## src/rtl/core/cau_pkg.sv

```systemverilog
// Package: complex ALU opcodes, status codes and item types.
package cau_pkg;
    localparam logic [3:0] OP_ADD = 4'd0;
    localparam logic [3:0] OP_SUB = 4'd1;
    localparam logic [3:0] OP_MUL = 4'd2;
    localparam logic [3:0] OP_CDIV = 4'd3;
    localparam logic [3:0] OP_RDIV = 4'd4;
    localparam logic [3:0] OP_CONJ = 4'd5;
    localparam logic [3:0] OP_NEG = 4'd6;
    localparam logic [3:0] OP_POW = 4'd7;
    localparam logic [3:0] OP_EQ = 4'd8;
    localparam logic [3:0] OP_ISREAL = 4'd9;
    localparam logic [3:0] OP_MAG = 4'd10;

    localparam logic [1:0] ST_OK = 2'd0;
    localparam logic [1:0] ST_DIVZ = 2'd1;
    localparam logic [1:0] ST_OVF = 2'd2;

    localparam logic [30:0] EPS_RESET = 31'd66;

    typedef struct packed {
        logic [3:0] req_type;
        logic signed [31:0] a_re;
        logic signed [31:0] a_im;
        logic signed [31:0] b_re;
        logic signed [31:0] b_im;
        logic [5:0] exponent;
    } cau_req_t;

    typedef struct packed {
        logic signed [31:0] res_re;
        logic signed [31:0] res_im;
        logic test_flag;
        logic [1:0] status;
    } cau_res_t;
endpackage

```

## src/rtl/core/cau_divider.sv

```systemverilog
// Restoring divider, one quotient bit per cycle, unsigned operands.
module cau_divider import cau_pkg::*; #(
    parameter int NB = 8
) (
    input  logic          aclk,
    input  logic          aresetn,
    input  logic          start,
    input  logic [NB-1:0] num,
    input  logic [NB-1:0] den,
    output logic          done,
    output logic [NB-1:0] quo
);
    localparam int CB = $clog2(NB + 1);
    logic [NB-1:0] rem_reg, q_reg, d_reg;
    logic [CB-1:0] cnt_reg;
    logic busy_reg;
    logic [NB:0] sh;
    logic [NB:0] df;

    assign sh = {rem_reg, q_reg[NB-1]};
    assign df = sh - {1'b0, d_reg};

    always_ff @(posedge aclk) begin
        if (!aresetn) begin
            busy_reg <= 1'b0;
            done <= 1'b0;
            cnt_reg <= '0;
        end else begin
            done <= 1'b0;
            if (start) begin
                busy_reg <= 1'b1;
                cnt_reg <= CB'(NB);
            end else if (busy_reg) begin
                cnt_reg <= cnt_reg - 1'b1;
                if (cnt_reg == CB'(1)) begin
                    busy_reg <= 1'b0;
                    done <= 1'b1;
                end
            end
        end
    end

    always_ff @(posedge aclk) begin
        if (start) begin
            rem_reg <= '0;
            q_reg <= num;
            d_reg <= den;
        end else if (busy_reg) begin
            if (!df[NB]) begin
                rem_reg <= df[NB-1:0];
                q_reg <= {q_reg[NB-2:0], 1'b1};
            end else begin
                rem_reg <= sh[NB-1:0];
                q_reg <= {q_reg[NB-2:0], 1'b0};
            end
        end
    end

    assign quo = q_reg;
endmodule

```

## config.mk

```make
export PLATFORM = sky130hd
export DESIGN_NAME = cau_divider
export DESIGN_NICKNAME = d
export VERILOG_FILES = /design/src/rtl/core/cau_pkg.sv /design/src/rtl/core/cau_divider.sv
export SDC_FILE = /design/constraint.sdc
export NUM_CORES = 1
export LEC_CHECK = 0
export ABC_AREA = 1
export BUFFER_PORTS_ARGS = -buffer_cell sky130_fd_sc_hd__buf_2
export CAP_MARGIN = 20
export CELL_PAD_IN_SITES_DETAIL_PLACEMENT = 0
export CELL_PAD_IN_SITES_GLOBAL_PLACEMENT = 1
export CORE_ASPECT_RATIO = 0.9
export CORE_MARGIN = 5
export CORE_UTILIZATION = 40
export DETAILED_ROUTE_END_ITERATION = 6
export PLACE_DENSITY = 0.88
export SETUP_SLACK_MARGIN = 0.3
export SYNTH_ARGS = -nofsm -noshare
export SYNTH_HDL_FRONTEND = slang
export SYNTH_SLANG_ARGS = --single-unit
```

## constraint.sdc

```tcl
create_clock -name aclk -period 2.48 [get_ports aclk]
set_input_delay 0.372 -clock aclk [delete_from_list [all_inputs] [get_ports aclk]]
set_output_delay 0.372 -clock aclk [all_outputs]
set_load 0.005 [all_outputs]
```

==> flow_metrics.env, run 1 <==
export IMPL_status="complete, no violations"
export IMPL_synth_edf_count=16
export IMPL_crit_fanout=9
export IMPL_critPathLaunchType="flip-flop"
export IMPL_synth_flop_cell="edfxtp_1"
export IMPL_finalClockSkew_ps=4.58
export IMPL_syn_area_mm2=0.00169
export IMPL_hold_violations=0
export IMPL_drtAntennaViolNets=0
export IMPL_required_ps=2490
export IMPL_worst_pin_slew_ps=529
export IMPL_period_share_pct=80.0
export IMPL_htree_levels=2
export IMPL_design_area_mm2=0.00200
export IMPL_portBuffers=27
export IMPL_cts_sinks=30
export IMPL_place_area_mm2=0.00189
export IMPL_grt_overflow_total=0
export IMPL_cts_tree="built"
export IMPL_slowest_delay_ps=410
export IMPL_initial_core_util_pct=41.5
export IMPL_critPathKind="reg -> reg"
export IMPL_antennaDiodeCount=0
export IMPL_synth_commonest_cells="nand2_1 (83), inv_1 (45), nand3_1 (17), edfxtp_1 (16), dfxtp_1 (14)"
export IMPL_period_minus_slack_ps=1980
export IMPL_drt_iter0_markers=27
export IMPL_dieHeight_um=71.7
export IMPL_synth_seq_cells=30
export IMPL_setup_viol=0
export IMPL_hold_class="in -> reg"
export IMPL_wl_per_cell_um=10.4
export IMPL_grt_max_degree=23
export IMPL_dieWidth_um=78.5
export IMPL_worstPathCellList="inv_1, ha_1, fa_1, inv_1, nand2_1, nand2_1, nand3_2, nand2_2, nand2_2, nand2_4, o21ai_0"
export IMPL_synth_most_common_cell="nand2_1"
export IMPL_critPathTopFamily="adder cells"
export IMPL_n_fill_cell=401
export IMPL_synthTopCellsByArea="edfxtp_1 (28%), nand2_1 (18%), dfxtp_1 (17%), inv_1 (10%), ha_1 (7.4%)"
export IMPL_post_cts_buffers=0
export IMPL_finalSetupTns_ps=0
export IMPL_finalMaxSlewViolations=0
export IMPL_grt_pass1_vias=1264
export IMPL_fin_nets=288
export IMPL_syn_num_nets=254
export IMPL_rsz0062_at_grt="no"
export IMPL_die_area_mm2=0.00563
export IMPL_yosys_area_top_type_share_pct=28.4
export IMPL_antenna_found_initial=0
export IMPL_core_mm2=0.00407
export IMPL_grt_pass1_wl_um=5450
export IMPL_synthDistinctLibCells=25
export IMPL_fp_row_count=22
export IMPL_cts_buffer_depth=2
export IMPL_max_cap_violations=0
export IMPL_io_pins=28
export IMPL_clk_root_buffer_cell="clkbuf_8"
export IMPL_ir_drop_uv=278
export IMPL_dp_hpwl_um=2540
export IMPL_drc_errors=0
export IMPL_syn_area_per_cell_um2=7.55
export IMPL_numCtsBuffers=5
export IMPL_critPathBufInv=2
export IMPL_cp_end_kind="flip-flop"
export IMPL_yosys_warnings=0
export IMPL_synth_async_reset_ratio_pct=0
export IMPL_place_gp_congestion=0.832
export IMPL_syn_to_final_growth_pct=18.3
export IMPL_drive_above_1_share_pct=18.1
export IMPL_p_leak_nw=1.06
export IMPL_cellPowerDensity_mw_per_mm2=606
export IMPL_grt_usage_pct=12.4
export IMPL_slowest_stage="fa_1"
export IMPL_path_clk_slew_ps=60
export IMPL_ys_seq_area_share_pct=45.0
export IMPL_timing_fmax_ghz=0.504
export IMPL_wirelength_um=3200
export IMPL_routed_via_density=4.46
export IMPL_worstPathArrival_ps=2000
export IMPL_cts_resized=0
export IMPL_route_vias_total=1368
export IMPL_syn_inst=224
export IMPL_max_slew_margin_pct=64.6
export IMPL_postCtsHoldBufs=0
export IMPL_drtPass1Iterations=4
export IMPL_yosysTopAreaCell="edfxtp_1"
export IMPL_clkLatencyLatePin_ps=280
[area by class of cell]
class	instances	area [um^2]	share of cell area [%]
sequential	30	761	38.0
timing repair buffer	28	143	7.13
inverter	45	169	8.45
tap	48	60.1	3.00
clock buffer	8	110	5.51
multi-input combinational	148	757	37.9
[per-stage QoR]
step | hold slack (ps) | total power, mW | util [%] | setup slack (ps) | std cells
final | 264 | 1.21 | 49.1 | 497 | 307
after global placement | 459 | 0.770 | 46.4 | 579 | 299
after detailed placement | 464 | 0.769 | 46.4 | 522 | 299
after CTS | 255 | 1.23 | 49.1 | 491 | 307
after floorplan | 445 | 0.706 | - | 631 | 224
after global routing | 258 | 1.28 | 49.1 | 342 | 307
[worst paths after layout]
check / to / from / depth (start not counted) / slack (ps)
setup / recovery: quo[0]$_DFFE_PP_ / quo[7]$_DFFE_PP_ / 11 / 500
hold / removal: d_reg[5]$_DFFE_PP_ / den[5] / 1 / 260
setup reg to reg: quo[0]$_DFFE_PP_ / quo[7]$_DFFE_PP_ / 11 / 500
hold reg to reg: rem_reg[6]$_SDFFE_PP0P_ / rem_reg[6]$_SDFFE_PP0P_ / 2 / 470
[worst register-to-register path, cell delays in order (launching register included)]
cell and delay [ps]:
edfxtp_1 340, inv_1 60, ha_1 220, fa_1 410, inv_1 70, nand2_1 40, nand2_1 110, nand3_2 100
nand2_2 100, nand2_2 60, nand2_4 110, o21ai_0 80
[placed cells by master, fill, tap and decap left out]
cell,synthesis,final
a211oi_1,1,1
a21oi_1,2,2
a21oi_2,1,1
a31oi_1,1,1
buf_2,0,27
buf_4,0,1
clkbuf_8,0,8
dfxtp_1,14,14
edfxtp_1,16,16
fa_1,1,1
ha_1,10,10
inv_1,45,45
nand2_1,83,83
nand2_2,6,6
nand2_4,1,1
nand3_1,17,17
nand3_2,1,1
nand4_1,1,1
nor2_1,12,12
nor2_2,2,2
nor3_1,1,1
o211ai_1,1,1
o21ai_0,2,2
o21ai_1,1,1
or2_1,1,1
xnor2_1,1,1
xor2_1,2,2
[logic make-up (layout without fill, tap and decap cells)]
kind of cell / count (synthesis) / after routing / synth area share, %
flops: 30 / 30 / 45.0
simple gates: 125 / 125 / 31.4
buf+inv: 46 / 81 / 10.2
xor+xnor: 3 / 3 / 1.55
fa+ha+maj: 11 / 11 / 8.59
compound gates: 9 / 9 / 3.26
[power by group]
group	total (mW)	internal, mW	leakage, nW	switching [mW]
Combinational	0.180	0.0713	0.732	0.109
Sequential	0.579	0.561	0.275	0.0176
Clock	0.452	0.280	0.0575	0.172
Total	1.21	0.912	1.06	0.299
[layer usage]
layer / global-route usage (%) / up-vias / share of wire (%)
li1: - / 751 / -
met4: 4.66 / 0 / 1.5
met2: 18.3 / 22 / 40
met5: 0 / - / 0
met1: 17.0 / 588 / 53
met3: 3.89 / 7 / 4.5
No activity file was read; power rests on OpenSTA's default activity.
==> inputs of run 2 (changes only) <==
clock period = 1.95 ns   (was 2.48 ns; I/O delays follow)
==> flow_metrics.env, run 2 (same netlist as run 1, synthesis figures left out) <==
export IMPL_layout_cells_non_filler=311
export IMPL_worstPathArrival_ps=1870
export IMPL_path_clk_slew_ps=60
export IMPL_critPathKind="reg -> reg"
export IMPL_io_pins=28
export IMPL_clkLatencyLatePin_ps=270
export IMPL_crit_fanout=5
export IMPL_critPathLaunchType="flip-flop"
export IMPL_portBuffers=27
export IMPL_finalSetupTns_ps=0
export IMPL_antennaDiodeCount=0
export IMPL_fp_row_count=22
export IMPL_antenna_found_initial=0
export IMPL_placedCellCount=299
export IMPL_die_area_mm2=0.00563
export IMPL_grt_pass1_wl_um=5910
export IMPL_htree_levels=2
export IMPL_cellPowerDensity_mw_per_mm2=759
export IMPL_drt_iter0_markers=57
export IMPL_drtAntennaViolNets=0
export IMPL_hold_path_cell_count=1
export IMPL_grt_pass1_vias=1355
export IMPL_period_share_pct=95.5
export IMPL_cts_tree="built"
export IMPL_clk_root_buffer_cell="clkbuf_8"
export IMPL_dp_hpwl_um=2640
export IMPL_worst_pin_slew_ps=581
export IMPL_rsz0062_at_grt="yes"
export IMPL_final_common_cell="nand2_1"
export IMPL_routed_via_density=4.59
export IMPL_period_minus_slack_ps=1860
export IMPL_drc_errors=0
export IMPL_setup_viol=0
export IMPL_route_vias_total=1426
export IMPL_p_leak_nw=1.10
export IMPL_place_gp_congestion=0.788
export IMPL_n_fill_cell=392
export IMPL_grt_usage_pct=13.1
export IMPL_drive_above_1_share_pct=22.1
export IMPL_fin_nets=292
export IMPL_r2r_cells=10
export IMPL_finalClockSkew_ps=5.40
export IMPL_drtPass1Iterations=4
export IMPL_cp_end_kind="flip-flop"
export IMPL_max_cap_violations=0
export IMPL_dieHeight_um=71.7
export IMPL_required_ps=1950
export IMPL_postCtsHoldBufs=0
export IMPL_cts_sinks=30
export IMPL_hold_violations=0
export IMPL_numCtsBuffers=5
export IMPL_syn_to_final_growth_pct=24.1
export IMPL_ir_drop_uv=480
export IMPL_hold_class="in -> reg"
export IMPL_cts_buffer_depth=2
export IMPL_final_cell_mix="nand2_1 (80), inv_1 (44), buf_2 (27)"
export IMPL_finalMaxSlewViolations=0
export IMPL_wl_per_cell_um=11.3
export IMPL_core_mm2=0.00407
export IMPL_wirelength_um=3510
export IMPL_initial_core_util_pct=41.5
export IMPL_grt_overflow_total=0
export IMPL_timing_fmax_ghz=0.537
export IMPL_status="complete, no violations"
export IMPL_dieWidth_um=78.5
export IMPL_max_slew_margin_pct=61.1
export IMPL_total_power_mw=1.59
export IMPL_grt_max_degree=23
[run 2: cell count changes in the layout (fill, tap and decap cells not counted), moves of 2 or more]
cell / delta
nand2_4: +4
nand3_1: -3
nand3_2: +2
nand2_1: -3
clkbuf_8: -3
clkbuf_1: +2
buf_4: +3
[run 2: metal layers]
metal,vias to the layer above,global-route usage [%],wire [um]
li1,768,-,-
met1,640,17.6,1770
met2,14,20.7,1590
met3,4,3.02,99
met4,0,4.66,51
met5,-,0,0
[run 2: worst paths after layout]
path                           start                      end  slack (ps)
max               d_reg[0]$_DFFE_PP_         quo[0]$_DFFE_PP_          90
min                           den[5]       d_reg[5]$_DFFE_PP_         200
max reg2reg       d_reg[0]$_DFFE_PP_         quo[0]$_DFFE_PP_          90
min reg2reg  rem_reg[6]$_SDFFE_PP0P_  rem_reg[6]$_SDFFE_PP0P_         470
[run 2: cell type report]
type	instances	area, um^2	area share [%]
multi-input cells	149	836	39.9
flip-flops and latches	30	761	36.3
inverters	45	169	8.05
repair buffers	31	165	7.88
clock buffers	7	76.3	3.64
well taps	48	60.1	2.86
clock inverters	1	30.0	1.43
[run 2: through the flow]
stage | utilization, % | setup WS (ps) | instance area (um^2) | hold slack, ps
2_1_floorplan | - | 210 | 1700 | 391
3_3_place_gp | 46.7 | 173 | 1900 | 461
3_5_place_dp | 46.7 | 93.3 | 1900 | 460
4_1_cts | 49.9 | 141 | 2030 | 187
5_1_grt | 51.5 | 15.2 | 2100 | 181
6_report | 51.5 | 88.5 | 2100 | 195
[run 2: timing repair]
action	in CTS	in global routing
resized for setup	2	10
endpoints found under the setup margin	9	9
setup buffers	2	1
gates cloned	1	0
pin swaps	0	5
[run 2: where the power goes]
| part | internal, mW | switching, mW | total [mW] |
|---|---|---|---|
| sequential | 0.714 | 0.0230 | 0.737 |
| combinational | 0.105 | 0.153 | 0.258 |
| clock | 0.382 | 0.214 | 0.596 |
| total | 1.20 | 0.390 | 1.59 |
[run 2: worst max-delay path: stages (launching register included)]
cell	delay, ps
edfxtp_1	420
ha_4	190
fa_2	330
inv_1	60
nand2_1	50
nand2_2	100
nand3_4	100
nand2_4	110
nand2_4	60
nand2_4	90
o21ai_0	70
